$ cat src/design/dsp_pkg.sv
// Package of shared types and constants for the duration string parser.
`timescale 1ns / 1ps
`default_nettype none

package dsp_pkg;

	// Width of the period field on the result channel.
	localparam int PERIOD_W = 64;

	// Width of the constant seconds table entries.
	localparam int SEC_W = 24;

	// Seconds per unit for week, day, hour and minute, in that order.
	localparam logic [SEC_W-1:0] SEC_TAB [4] = '{
		SEC_W'(60 * 60 * 24 * 7),
		SEC_W'(60 * 60 * 24),
		SEC_W'(60 * 60),
		SEC_W'(60)
	};

	// Character codes.
	localparam logic [7:0] CH_END   = 8'h00;
	localparam logic [7:0] CH_PLUS  = 8'h2b;
	localparam logic [7:0] CH_MINUS = 8'h2d;
	localparam logic [7:0] CH_0     = 8'h30;
	localparam logic [7:0] CH_9     = 8'h39;
	localparam logic [7:0] CH_W     = 8'h77;
	localparam logic [7:0] CH_D     = 8'h64;
	localparam logic [7:0] CH_H     = 8'h68;
	localparam logic [7:0] CH_M     = 8'h6d;
	localparam logic [7:0] CH_S     = 8'h73;

	// Result status codes.
	typedef enum logic [1:0] {
		ST_OK    = 2'd0,
		ST_PARSE = 2'd1,
		ST_RANGE = 2'd2
	} status_t;

	// Parser phase.
	typedef enum logic [1:0] {
		PH_IDLE = 2'd0,
		PH_RUN  = 2'd1,
		PH_DONE = 2'd2
	} phase_t;

	// Unit codes in the order they must appear.
	typedef enum logic [2:0] {
		U_NONE = 3'd0,
		U_W    = 3'd1,
		U_D    = 3'd2,
		U_H    = 3'd3,
		U_M    = 3'd4,
		U_S    = 3'd5,
		U_END  = 3'd6
	} unit_t;

	// One input item: a character and the start-of-string mark.
	typedef struct packed {
		logic [7:0] ch;
		logic       first;
	} chr_item_t;

	// One result item.
	typedef struct packed {
		status_t                     status;
		logic signed [PERIOD_W-1:0]  period;
	} res_item_t;

	// Map a character to its unit code.
	function automatic unit_t unit_of(input logic [7:0] c);
		unit_t u;
		case (c)
			CH_W: u = U_W;
			CH_D: u = U_D;
			CH_H: u = U_H;
			CH_M: u = U_M;
			CH_S: u = U_S;
			CH_END: u = U_END;
			default: u = U_NONE;
		endcase
		return u;
	endfunction

endpackage

`default_nettype wire

$ cat src/design/dsp_in_stage.sv
// Input register stage that holds one accepted character item.
`timescale 1ns / 1ps
`default_nettype none

module dsp_in_stage
	import dsp_pkg::*;
(
	input  wire logic      clk,
	input  wire logic      arst_n,
	input  wire logic      chr_valid,
	output logic           chr_ready,
	input  wire chr_item_t chr,
	input  wire logic      go,
	output logic           item_valid_s1,
	output chr_item_t      item_s1
);

	// The stage takes a new item when empty or when its item moves on.
	assign chr_ready = !item_valid_s1 || go;

	// Valid flag of the stage.
	always_ff @(posedge clk or negedge arst_n) begin
		if (!arst_n) begin
			item_valid_s1 <= 1'b0;
		end else if (chr_ready) begin
			item_valid_s1 <= chr_valid;
		end
	end

	// Payload of the stage.
	always_ff @(posedge clk) begin
		if (chr_ready && chr_valid) begin
			item_s1 <= chr;
		end
	end

endmodule

`default_nettype wire

$ cat src/design/dsp_core.sv
// Parser state and the combinational step logic for one character.
`timescale 1ns / 1ps
`default_nettype none

module dsp_core
	import dsp_pkg::*;
#(
	parameter int VW = 64
) (
	input  wire logic      clk,
	input  wire logic      arst_n,
	input  wire logic      item_valid,
	input  wire chr_item_t item,
	input  wire logic      go,
	output logic           res_push,
	output res_item_t      res_item
);

	localparam int NW = VW + 4;
	localparam int PW = VW + SEC_W;

	// Parser state.
	phase_t        phase_q;
	logic          neg_q;
	logic [VW-1:0] total_q;
	logic [VW-1:0] ntotal_q;
	logic [VW-1:0] number_q;
	logic          hd_q;
	unit_t         prev_q;
	logic [VW-1:0] prod_q [4];
	logic          ov_q [4];

	// Next-state values.
	phase_t        phase_d;
	logic          neg_d;
	logic [VW-1:0] total_d;
	logic [VW-1:0] ntotal_d;
	logic [VW-1:0] number_d;
	logic          hd_d;
	unit_t         prev_d;
	logic [VW-1:0] prod_d [4];
	logic          ov_d [4];

	// State as seen by this item; a first character clears it.
	phase_t        e_phase;
	logic [VW-1:0] e_total;
	logic [VW-1:0] e_ntotal;
	logic [VW-1:0] e_number;
	logic          e_hd;
	unit_t         e_prev;
	logic [VW-1:0] e_prod [4];
	logic          e_ov [4];

	logic          sign_start;
	logic          is_digit;
	logic [3:0]    digit;
	unit_t         unit;
	logic [NW-1:0] num_x10;
	logic [VW-1:0] prod_upd [4];
	logic          ov_upd [4];
	logic [VW-1:0] sel_prod;
	logic          sel_ov;
	logic [VW:0]   sum;
	logic [VW-1:0] nsum;
	logic          res_valid;
	status_t       res_status;
	logic [VW-1:0] res_value;
	logic signed [VW-1:0] res_signed;

	assign sign_start = item.first && (item.ch == CH_PLUS || item.ch == CH_MINUS);
	assign is_digit   = (item.ch >= CH_0) && (item.ch <= CH_9);
	assign digit      = 4'(item.ch - CH_0);
	assign unit       = unit_of(item.ch);

	// Effective state for this item.
	always_comb begin
		e_phase  = item.first ? PH_RUN : phase_q;
		e_total  = item.first ? '0 : total_q;
		e_ntotal = item.first ? '0 : ntotal_q;
		e_number = item.first ? '0 : number_q;
		e_hd     = item.first ? 1'b0 : hd_q;
		e_prev   = item.first ? U_NONE : prev_q;
		for (int i = 0; i < 4; i++) begin
			e_prod[i] = item.first ? '0 : prod_q[i];
			e_ov[i]   = item.first ? 1'b0 : ov_q[i];
		end
	end

	// Number times ten plus the new digit, with room to see overflow.
	assign num_x10 = ({4'b0, e_number} << 3) + ({4'b0, e_number} << 1) + NW'(digit);

	// Running products of the number with each unit's seconds, kept
	// alongside the number so a unit only needs a selection.
	for (genvar g = 0; g < 4; g++) begin : g_prod
		logic [PW-1:0] ext;
		assign ext = ({{SEC_W{1'b0}}, e_prod[g]} << 3)
			+ ({{SEC_W{1'b0}}, e_prod[g]} << 1)
			+ PW'(SEC_W'(digit) * SEC_TAB[g]);
		assign prod_upd[g] = ext[VW-1:0];
		assign ov_upd[g]   = e_ov[g] || (|ext[PW-1:VW]);
	end

	// Product of the finished number and its unit.
	always_comb begin
		case (unit)
			U_W: begin
				sel_prod = e_prod[0];
				sel_ov   = e_ov[0];
			end
			U_D: begin
				sel_prod = e_prod[1];
				sel_ov   = e_ov[1];
			end
			U_H: begin
				sel_prod = e_prod[2];
				sel_ov   = e_ov[2];
			end
			U_M: begin
				sel_prod = e_prod[3];
				sel_ov   = e_ov[3];
			end
			default: begin
				sel_prod = e_number;
				sel_ov   = 1'b0;
			end
		endcase
	end

	// The total and its negation are updated side by side.
	assign sum  = {1'b0, e_total} + {1'b0, sel_prod};
	assign nsum = e_ntotal - sel_prod;

	// Result decision for this item.
	always_comb begin
		res_valid  = 1'b0;
		res_status = ST_OK;
		res_value  = '0;
		if (!sign_start && e_phase == PH_RUN) begin
			if (is_digit) begin
				if (|num_x10[NW-1:VW]) begin
					res_valid  = 1'b1;
					res_status = ST_RANGE;
				end
			end else if (!e_hd || unit == U_NONE || unit <= e_prev) begin
				res_valid  = 1'b1;
				res_status = ST_PARSE;
			end else if (sel_ov || sum[VW]) begin
				res_valid  = 1'b1;
				res_status = ST_RANGE;
			end else if (unit == U_S || unit == U_END) begin
				res_valid = 1'b1;
				if (neg_d) begin
					if (sum[VW-1] && (|sum[VW-2:0])) begin
						res_status = ST_RANGE;
					end else begin
						res_value = nsum;
					end
				end else if (sum[VW-1]) begin
					res_status = ST_RANGE;
				end else begin
					res_value = sum[VW-1:0];
				end
			end
		end
	end

	assign neg_d = item.first ? (item.ch == CH_MINUS) : neg_q;

	// Next state for this item.
	always_comb begin
		phase_d  = e_phase;
		total_d  = e_total;
		ntotal_d = e_ntotal;
		number_d = e_number;
		hd_d     = e_hd;
		prev_d   = e_prev;
		for (int i = 0; i < 4; i++) begin
			prod_d[i] = e_prod[i];
			ov_d[i]   = e_ov[i];
		end
		if (!sign_start && e_phase == PH_RUN) begin
			if (res_valid) begin
				phase_d = PH_DONE;
			end else if (is_digit) begin
				number_d = num_x10[VW-1:0];
				hd_d     = 1'b1;
				for (int i = 0; i < 4; i++) begin
					prod_d[i] = prod_upd[i];
					ov_d[i]   = ov_upd[i];
				end
			end else begin
				total_d  = sum[VW-1:0];
				ntotal_d = nsum;
				prev_d   = unit;
				number_d = '0;
				hd_d     = 1'b0;
				for (int i = 0; i < 4; i++) begin
					prod_d[i] = '0;
					ov_d[i]   = 1'b0;
				end
			end
		end
	end

	// State registers advance when the item is consumed.
	always_ff @(posedge clk or negedge arst_n) begin
		if (!arst_n) begin
			phase_q  <= PH_IDLE;
			neg_q    <= 1'b0;
			total_q  <= '0;
			ntotal_q <= '0;
			number_q <= '0;
			hd_q     <= 1'b0;
			prev_q   <= U_NONE;
			for (int i = 0; i < 4; i++) begin
				prod_q[i] <= '0;
				ov_q[i]   <= 1'b0;
			end
		end else if (item_valid && go) begin
			phase_q  <= phase_d;
			neg_q    <= neg_d;
			total_q  <= total_d;
			ntotal_q <= ntotal_d;
			number_q <= number_d;
			hd_q     <= hd_d;
			prev_q   <= prev_d;
			for (int i = 0; i < 4; i++) begin
				prod_q[i] <= prod_d[i];
				ov_q[i]   <= ov_d[i];
			end
		end
	end

	// Result payload, sign-extended to the period width.
	assign res_signed      = res_value;
	assign res_push        = item_valid && res_valid;
	assign res_item.status = res_status;
	assign res_item.period = PERIOD_W'(res_signed);

	// The negated total always tracks the total.
	a_ntotal: assert property (@(posedge clk) disable iff (!arst_n)
		ntotal_q == VW'(0) - total_q)
		else $error("negated total out of step with total");

	// A segment without digits carries no number and no product overflow.
	a_no_digit: assert property (@(posedge clk) disable iff (!arst_n)
		!hd_q |-> (number_q == '0 && !ov_q[0] && !ov_q[1] && !ov_q[2] && !ov_q[3]))
		else $error("number left over without digits");

	// A consumed result moves the parser to the done phase.
	a_done: assert property (@(posedge clk) disable iff (!arst_n)
		(res_push && go) |=> phase_q == PH_DONE)
		else $error("parser kept running after a result");

endmodule

`default_nettype wire

$ cat src/design/dsp_out_stage.sv
// Result register that holds one result item until it is taken.
`timescale 1ns / 1ps
`default_nettype none

module dsp_out_stage
	import dsp_pkg::*;
(
	input  wire logic      clk,
	input  wire logic      arst_n,
	input  wire logic      load,
	input  wire res_item_t res_in,
	output logic           res_valid,
	input  wire logic      res_ready,
	output res_item_t      res,
	output logic           free
);

	// The register can take a result when empty or being drained.
	assign free = !res_valid || res_ready;

	// Valid flag of the result register.
	always_ff @(posedge clk or negedge arst_n) begin
		if (!arst_n) begin
			res_valid <= 1'b0;
		end else if (load) begin
			res_valid <= 1'b1;
		end else if (res_ready) begin
			res_valid <= 1'b0;
		end
	end

	// Payload of the result register.
	always_ff @(posedge clk) begin
		if (load) begin
			res <= res_in;
		end
	end

endmodule

`default_nettype wire

$ cat src/design/duration_string_parser.sv
// Duration string parser: one character item in, at most one result item per string.
//
// Usage: characters of a string such as "-1w2d3h4m5s" arrive on the chr channel,
// one per item, with chr.first set on the first character of each string. A
// string ends on 's' or on a character code of zero. The res channel gives one
// item per string: status ok with the signed period in seconds, a parse error,
// or a range error; characters after that are ignored until the next first.
// Both channels are valid/ready; an item moves when valid and ready are high.
// Path: an accepted item is processed from the input register, and its
// result is loaded into the result register when that register is free,
// which raises res_valid.
// Throughput: one character item per cycle unless a result waits for a full
// result register; the total and per-unit products are updated by a single
// step of adds and compares between the input and result registers.
// Reset clears the parser to idle and empties both registers. When the
// receiver stalls with a result waiting, items that give no result keep
// flowing; an item that would give a result waits in the input register.
`timescale 1ns / 1ps
`default_nettype none

module duration_string_parser
	import dsp_pkg::*;
#(
	parameter int VALUE_WIDTH = 64
) (
	input  wire logic      clk,
	input  wire logic      arst_n,
	input  wire logic      chr_valid,
	output logic           chr_ready,
	input  wire chr_item_t chr,
	output logic           res_valid,
	input  wire logic      res_ready,
	output res_item_t      res
);

	logic      item_valid_s1;
	chr_item_t item_s1;
	logic      go;
	logic      res_push;
	res_item_t res_item;
	logic      out_free;

	// Input register.
	dsp_in_stage u_in (
		.clk          (clk),
		.arst_n       (arst_n),
		.chr_valid    (chr_valid),
		.chr_ready    (chr_ready),
		.chr          (chr),
		.go           (go),
		.item_valid_s1(item_valid_s1),
		.item_s1      (item_s1)
	);

	// The held item is consumed unless its result has nowhere to go.
	assign go = item_valid_s1 && (!res_push || out_free);

	// Parser state and step logic.
	dsp_core #(
		.VW(VALUE_WIDTH)
	) u_core (
		.clk       (clk),
		.arst_n    (arst_n),
		.item_valid(item_valid_s1),
		.item      (item_s1),
		.go        (go),
		.res_push  (res_push),
		.res_item  (res_item)
	);

	// Result register.
	dsp_out_stage u_out (
		.clk      (clk),
		.arst_n   (arst_n),
		.load     (go && res_push),
		.res_in   (res_item),
		.res_valid(res_valid),
		.res_ready(res_ready),
		.res      (res),
		.free     (out_free)
	);

	// A stalled item in the input register holds its payload.
	a_s1_hold: assert property (@(posedge clk) disable iff (!arst_n)
		(item_valid_s1 && !go) |=> (item_valid_s1 && $stable(item_s1)))
		else $error("input register changed while stalled");

	// A waiting result is never overwritten.
	a_no_overwrite: assert property (@(posedge clk) disable iff (!arst_n)
		(res_valid && !res_ready) |-> !(go && res_push))
		else $error("result register overwritten while waiting");

endmodule

`default_nettype wire
$ cat config.mk
export PLATFORM = sky130hd
export DESIGN_NAME = duration_string_parser
export DESIGN_NICKNAME = d
export VERILOG_FILES = /design/src/design/dsp_pkg.sv /design/src/design/dsp_in_stage.sv /design/src/design/dsp_core.sv /design/src/design/dsp_out_stage.sv /design/src/design/duration_string_parser.sv
export SDC_FILE = /design/constraint.sdc
export NUM_CORES = 2
export LEC_CHECK = 0
export ABC_AREA = 1
export BUFFER_PORTS_ARGS = -buffer_cell sky130_fd_sc_hd__buf_2
export CAP_MARGIN = 10
export CORE_MARGIN = 5
export CORE_UTILIZATION = 30
export DETAILED_ROUTE_END_ITERATION = 7
export PLACE_DENSITY = 0.52
export SLEW_MARGIN = 20
export SYNTH_ARGS = -nofsm -noshare
export SYNTH_HDL_FRONTEND = slang
export SYNTH_SLANG_ARGS = --single-unit
$ cat constraint.sdc
create_clock -name clk -period 14.2 [get_ports clk]
set_input_delay 0.71 -clock clk [delete_from_list [all_inputs] [get_ports clk]]
set_output_delay 0.71 -clock clk [all_outputs]
set_load 0.005 [all_outputs]
Word level (Yosys, flattened, before mapping)
Cells that the tools add are included.
{"block": "word_totals", "register_bits": 536, "in_bits": 13, "word_cells": 153}
{"block": "op_classes", "n_addsub": 13, "multipliers": 4, "n_lt_le_gt_ge": 3, "n_eq_ne": 14, "mux": 60, "n_bitwise": 2, "n_reduce_logical": 36}
{"operator": "2-to-1 mux 64 bit", "count": 18}
{"operator": "2-to-1 mux 256 bit", "count": 3}
{"operator": "adder 67 x 65 -> 68 bit", "count": 5}
{"operator": "one-hot mux 64 bit (4 select lines)", "count": 1}
{"operator": "OR reduction 24 bit", "count": 4}
{"operator": "adder 88 x 10 -> 88 bit", "count": 1}
{"operator": "adder 88 x 16 -> 88 bit", "count": 1}
{"operator": "adder 88 x 21 -> 88 bit", "count": 1}
{"operator": "adder 88 x 24 -> 88 bit", "count": 1}
{"operator": "adder 68 x 4 -> 68 bit", "count": 1}
{"operator": "adder 64 x 64 -> 65 bit", "count": 1}
{"operator": "subtractor 64 bit", "count": 1}
{"operator": "2-to-1 mux 63 bit", "count": 1}
{"operator": "OR reduction 63 bit", "count": 1}
{"operator": "equality test 8 x 7 -> 1 bit, second input constant", "count": 5}
{"operator": "2-to-1 mux 2 bit", "count": 11}
{"operator": "one-hot mux 3 bit (6 select lines)", "count": 1}
{"operator": "multiplier 4 x 13 -> 17 bit, second input constant", "count": 1}
{"operator": "2-to-1 mux 1 bit", "count": 17}
{"operator": "equality test 8 x 6 -> 1 bit, second input constant", "count": 2}
{"operator": "multiplier 4 x 10 -> 14 bit, second input constant", "count": 1}
{"operator": "logical OR 1 bit", "count": 12}
{"operator": "multiplier 4 x 8 -> 12 bit, second input constant", "count": 1}
{"operator": "2-to-1 mux 3 bit", "count": 4}
{"operator": "other kinds (19)", "count": 37}

Logic depth before layout (Yosys ltp)
{"block": "logic_depth", "ltp_word": 16, "depth_mapped": 41}

Modules after synthesis
A second synthesis with hierarchy kept.
{"block": "unflattened", "cells_unflattened": 10547, "hier_area_um2": 66578.9}
{"module": "dsp_core", "instances": 1, "cells_each": 10456, "area_each_um2": 64211.6}
{"module": "dsp_out_stage", "instances": 1, "cells_each": 71, "area_each_um2": 2026.9}
{"module": "dsp_in_stage", "instances": 1, "cells_each": 15, "area_each_um2": 315.3}
{"module": "duration_string_parser", "instances": 1, "cells_each": 5, "area_each_um2": 25.0}

Least setup slack after synthesis
Ideal clock, no wire load.
{"block": "synth_timing", "path_type": "register -> register", "startpoint": "register u_in.item_s1[3] (netlist name)", "endpoint": "register u_out.res[0] (netlist name)", "arrival_time_ns": 7.657, "t_required_ns": 13.710, "path_slack_ns": 6.052, "stages_incl_launch_ff": 32, "synth_period_minus_slack_ns": 8.148, "cell_sequence": "edfxtp_1 inv_1 ha_1 nand3_2 nand2_1 nor2_1 nand3_2 inv_1 clkbuf_1 buf_1 nand2_1 a41oi_1 ha_1 inv_1 fa_1 inv_1 nand3_1 nand3_2 nand2_1 nand2_1 nand2_1 nand2_1 nand3_1 nand3_1 nand2_1 nor3_1 nor3_2 nand3_2 nand3_2 nor2_1 inv_1 nor2_1"}
{"block": "synth_between", "elab_chain_cells": 15, "elab_cells_between_ends": 45, "classes_between": "add/sub (3); order compare (3); eq/ne (13); mux (9); reduce/logical (17)"}
{"item": "equality test 8 x 7 -> 1 bit or logical NOT 8 bit (tied branches)", "line": "dsp_pkg.sv:73", "text": "case (c)"}
{"item": "one-hot mux 3 bit (6 select lines)", "line": "dsp_pkg.sv:73"}
{"item": "equality test 3 bit (tied with other cells)", "line": "dsp_core.sv:105", "text": "case (unit)"}
{"item": "one-hot mux 64 bit (4 select lines)", "line": "dsp_core.sv:105"}
{"item": "adder 64 x 64 -> 65 bit", "line": "dsp_core.sv:130", "text": "assign sum = {1'b0, e_total} + {1'b0, sel_prod};"}
{"item": "logical OR 1 bit", "line": "dsp_core.sv:147", "text": "end else if (sel_ov || sum[VW]) begin"}
{"item": "2-to-1 mux 1 bit", "line": "dsp_core.sv:147"}
{"item": "2-to-1 mux 1 bit", "line": "dsp_core.sv:144", "text": "end else if (!e_hd || unit == U_NONE || unit <= e_prev) begin"}
{"item": "2-to-1 mux 1 bit", "line": "dsp_core.sv:139", "text": "if (is_digit) begin"}
{"item": "2-to-1 mux 1 bit (*)", "line": "dsp_core.sv:138", "text": "if (!sign_start && e_phase == PH_RUN) begin"}
{"item": "logical AND 1 bit (*)", "line": "dsp_core.sv:236", "text": "assign res_push = item_valid && res_valid;"}
{"item": "logical NOT 1 bit", "line": "duration_string_parser.sv:56", "text": "assign go = item_valid_s1 && (!res_push || out_free);"}
{"item": "logical OR 1 bit", "line": "duration_string_parser.sv:56"}
{"item": "logical AND 1 bit", "line": "duration_string_parser.sv:56"}
{"item": "logical AND 1 bit (*)", "line": "duration_string_parser.sv:75", "text": ".load (go && res_push),"}
{"item": "via u_out.load", "line": "dsp_out_stage.sv:10", "text": "input wire logic load,"}
Mark *: on every way through the listed nets, which the timed path passes. The rest lies on a longest branch.
A chain may end at the register's enable or synchronous reset.

Worst setup path after layout
{"block": "layout_timing", "startpoint": "register u_in.item_s1[3] (netlist name)", "endpoint": "register u_core.number_q[9]"}
{"block": "layout_between", "elab_chain_cells": 15, "elab_cells_between_ends": 48, "classes_between": "add/sub (3); order compare (3); eq/ne (13); mux (12); reduce/logical (17)"}
{"item": "equality test 8 x 7 -> 1 bit or logical NOT 8 bit (tied branches)", "line": "dsp_pkg.sv:73"}
{"item": "one-hot mux 3 bit (6 select lines)", "line": "dsp_pkg.sv:73"}
{"item": "equality test 3 bit (tied with other cells)", "line": "dsp_core.sv:105"}
{"item": "one-hot mux 64 bit (4 select lines)", "line": "dsp_core.sv:105"}
{"item": "adder 64 x 64 -> 65 bit", "line": "dsp_core.sv:130"}
{"item": "logical OR 1 bit", "line": "dsp_core.sv:147"}
{"item": "2-to-1 mux 1 bit", "line": "dsp_core.sv:147"}
{"item": "2-to-1 mux 1 bit", "line": "dsp_core.sv:144"}
{"item": "2-to-1 mux 1 bit", "line": "dsp_core.sv:139"}
{"item": "2-to-1 mux 1 bit", "line": "dsp_core.sv:138"}
{"item": "logical AND 1 bit", "line": "dsp_core.sv:236"}
{"item": "logical NOT 1 bit", "line": "duration_string_parser.sv:56"}
{"item": "logical OR 1 bit", "line": "duration_string_parser.sv:56"}
{"item": "logical AND 1 bit", "line": "duration_string_parser.sv:56"}
{"item": "logical AND 1 bit", "line": "dsp_core.sv:219", "text": "end else if (item_valid && go) begin"}
{"item": "to (signal assigned)", "line": "dsp_core.sv:224", "text": "number_q <= number_d;"}
{"item": "to (decl)", "line": "dsp_core.sv:27", "text": "logic [VW-1:0] number_q;"}
Parallel ways exist; a longest one is shown, timed or not.

==> out/results.ini <==
[placed_design]
post_dp_cell_area_um2=80700
globalplace.congestion=1.02
dp_hpwl_mm=317
portBuffers=80

[clock_tree]
clk_pin_slew_worst_paths_ns=0.06
post_cts_buffers=0
cts.sinks=536
cts_made_buffers=75
cts-resized-gates=0
cts_buffer_depth=3
clock_latency_ns=0.74
cts_tree=done
root_buffer=clkbuf_16
h-tree-depth=3
cts_hold_buf=1

[finish]
area_growth_pct=8.67
post-route-util_pct=32.8
regArea_um2=13800
drive_gt1_share_pct=2.83
final_nets=14400
fillCellCount=29300
multiInputGateArea_um2=51500
final_cell_area_um2=83400

[logic_synthesis]
synthArstFlopShare_pct=86.0
yosysUniqueCellTypes=73
synth_edf_count=75
syn_area_per_cell_um2=5.54
synth_nets=14500
netlist_area_um2=76700
yosysSeqAreaShare_pct=18.0
synth-main-ff-cell=dfrtp_1
ys_warn_count=0
ys_seq_elements=536
syn_inst=13800

[power]
peakVddDrop_mv=0.0869
p_per_area_nw_per_um2=69.1
p_leak_nw=45.5

[routing]
num_vias=86900
wl_per_cell_um=21.8
antenna_left=0
viasPerCell=5.04
drtIter0Drc=8984
drcViolationCount=0
drt_pass1_iterations=6
totalWireLength_mm=376

[global_routing]
grt_max_degree=186
grt_pass1_vias=78800
overflow=0
grt_busiest_layer=met2
grtUsageMet1_pct=39.1
grt_pass1_wl_mm=540
use_met3_pct=4.29
grt_use_total_pct=27.2
grt.met2_usage_pct=40.8
antenna_found_initial=21

[worst_setup_path]
end_kind=flop
endpoint=u_core.number_q[9]
cp_slowest_cell=edfxtp_1
startpoint=u_in.item_s1[3]
cp.arrival_ns=10.25
critical_path_class=reg2reg
cpMostUsedCell=nand2_1
rr_worst_depth=31
required_ns=14.72
critPathMaxStageDelay_ns=0.93
crit_fanout=66
rrSetupSlack_ns=4.47
worst_r2r_startpoint=u_in.item_s1[3]
crit_path_start_kind=flop
r2r-end=u_core.number_q[9]

[min_path]
worst_hold_path.num_cells=1
holdCritPathClass=in2reg

[sta]
fmax_mhz=103
setup_violations=0
final.setup.tns_ns=0
hold_violations=0
relSlewSlack_pct=10.5
finalCritPeriodShare_pct=68.5
holdWs_ns=0.165
worst_pin_slew_ns=1.34
maxSlewViolCount=0
rsz0062_at_grt=false
finalCriticalPeriod_ns=9.73
skew_ns=0.0622

[run]
maxCapViolations=0

[floorplanning]
row_count=185
die_y_um=516
die_w_um=516
die-area_um2=266000
start_util_pct=30.2
ioPinCount=81
core_area_um2=254000

[run_status]
outcome=finished clean

worst max-delay path, delay by kind of cell, from the launching register on:
kind / cells / cell delay (ns)
AO/OA/AOI/OAI: 6 / 2.10
adder cells (fa/ha/maj): 2 / 0.80
buffers and inverters: 8 / 2.61
flip-flops: 1 / 0.93
AND/OR/NAND/NOR: 15 / 2.86
logic make-up after synthesis:
| family | Yosys count | synth area share, % |
|---|---|---|
| AND/OR/NAND/NOR | 7564 | 39.6 |
| flip-flops | 536 | 18.0 |
| AO/OA/AOI/OAI | 1756 | 12.7 |
| buffers and inverters | 2989 | 15.0 |
| XOR/XNOR | 382 | 4.39 |
| adder cells (fa/ha/maj) | 619 | 10.3 |
synth_stat cells (42+ instances only):
| cell | n | area share, % |
|---|---|---|
| a31oi_1 | 52 | 0.42 |
| nand3b_1 | 42 | 0.41 |
| o21ai_0 | 534 | 3.5 |
| o22ai_1 | 61 | 0.50 |
| o21ai_1 | 273 | 1.8 |
| xnor2_1 | 155 | 1.8 |
| nand3_1 | 635 | 4.1 |
| nor2_1 | 1570 | 7.7 |
| buf_2 | 92 | 0.60 |
| nand2_1 | 4893 | 24 |
| ha_1 | 599 | 9.8 |
| xor2_1 | 224 | 2.6 |
| dfrtp_1 | 461 | 15 |
| inv_1 | 2727 | 13 |
| nand4_1 | 175 | 1.4 |
| nor3_1 | 127 | 0.83 |
| edfxtp_1 | 75 | 2.9 |
| clkbuf_1 | 103 | 0.50 |
| a21oi_1 | 571 | 3.7 |
metal layers:
layer  vias to the layer above  share of wire [%]
li1                      43000                  -
met1                     40200                 47
met2                      3229                 41
met3                       527                7.7
met4                         8                4.4
met5                         -              0.015
layout by cell type (no fill, tap or decap), drive strengths merged, types with 5 or more instances in the layout:
master	n
o32ai	21
ha	599
bufinv	10
nor4	30
a221oi	5
a21o	19
o211ai	8
and3	7
nand2	4904
edfxtp	75
o31ai	12
inv	2743
fa	20
nor3	135
buf	137
and2	14
o21a	30
nor2	1593
o21bai	39
nand3	642
o22ai	61
nand4	176
a22o	8
clkinv	20
clkinvlp	6
xor2	227
a211oi	12
a31o	15
or2	16
clkbuf	94
diode	5
o21ai	812
dfrtp	461
nand3b	43
a21boi	35
a21oi	576
xnor2	155
a31oi	52
o2111ai	37
worst min path at each step:
stage | start | slack, ns | to
after global placement | u_core.prod_q[119] | 0.46 | u_core.prod_q[119]
final | chr[0] | 0.17 | u_in.item_s1[0]
after CTS | chr[0] | 0.12 | u_in.item_s1[0]
after global routing | chr[0] | 0.15 | u_in.item_s1[0]
after floorplan | arst_n | 0.41 | u_core.hd_q
after detailed placement | u_core.prod_q[246] | 0.46 | u_core.prod_q[246]
per-stage QoR:
step / worst slack (ns) / total power, mW / std cells
final: 4.47 / 5.76 / 17200
after global routing: 4.00 / 5.98 / 17200
after CTS: 4.66 / 5.75 / 17200
after detailed placement: 4.70 / 3.64 / 17100
after global placement: 4.81 / 3.66 / 17100
after floorplan: 6.05 / 2.86 / 13800
registers in the layout, indices dropped and copies added (netlist names):
| register | flops |
|---|---|
| u_core.hd_q | 1 |
| u_core.neg_q | 1 |
| u_core.ntotal_q | 64 |
| u_core.number_q | 64 |
| u_core.ov_q | 4 |
| u_core.phase_q | 2 |
| u_core.prev_q | 3 |
| u_core.prod_q | 256 |
| u_core.total_q | 64 |
| u_in.item_s1 | 9 |
| u_in.item_valid_s1 | 1 |
| u_out.res | 66 |
| u_out.res_valid | 1 |
cell type report:
type / count / area share (%)
diodes: 5 / 0.0150
flip-flops and latches: 536 / 16.5
repair buffers: 138 / 1.09
multi-input cells: 10300 / 61.8
clock buffers: 94 / 2.50
well taps: 3366 / 5.05
clock inverters: 42 / 0.650
inverters: 2737 / 12.3
power breakdown:
part	total, mW	internal, mW	switching, mW	leakage, nW
Combinational	1.99	0.511	1.48	37.1
Clock	2.09	1.23	0.861	1.28
Sequential	1.68	1.64	0.0370	7.10
Total	5.76	3.38	2.38	45.5
Note: power is estimated with default switching activity, not from simulation.
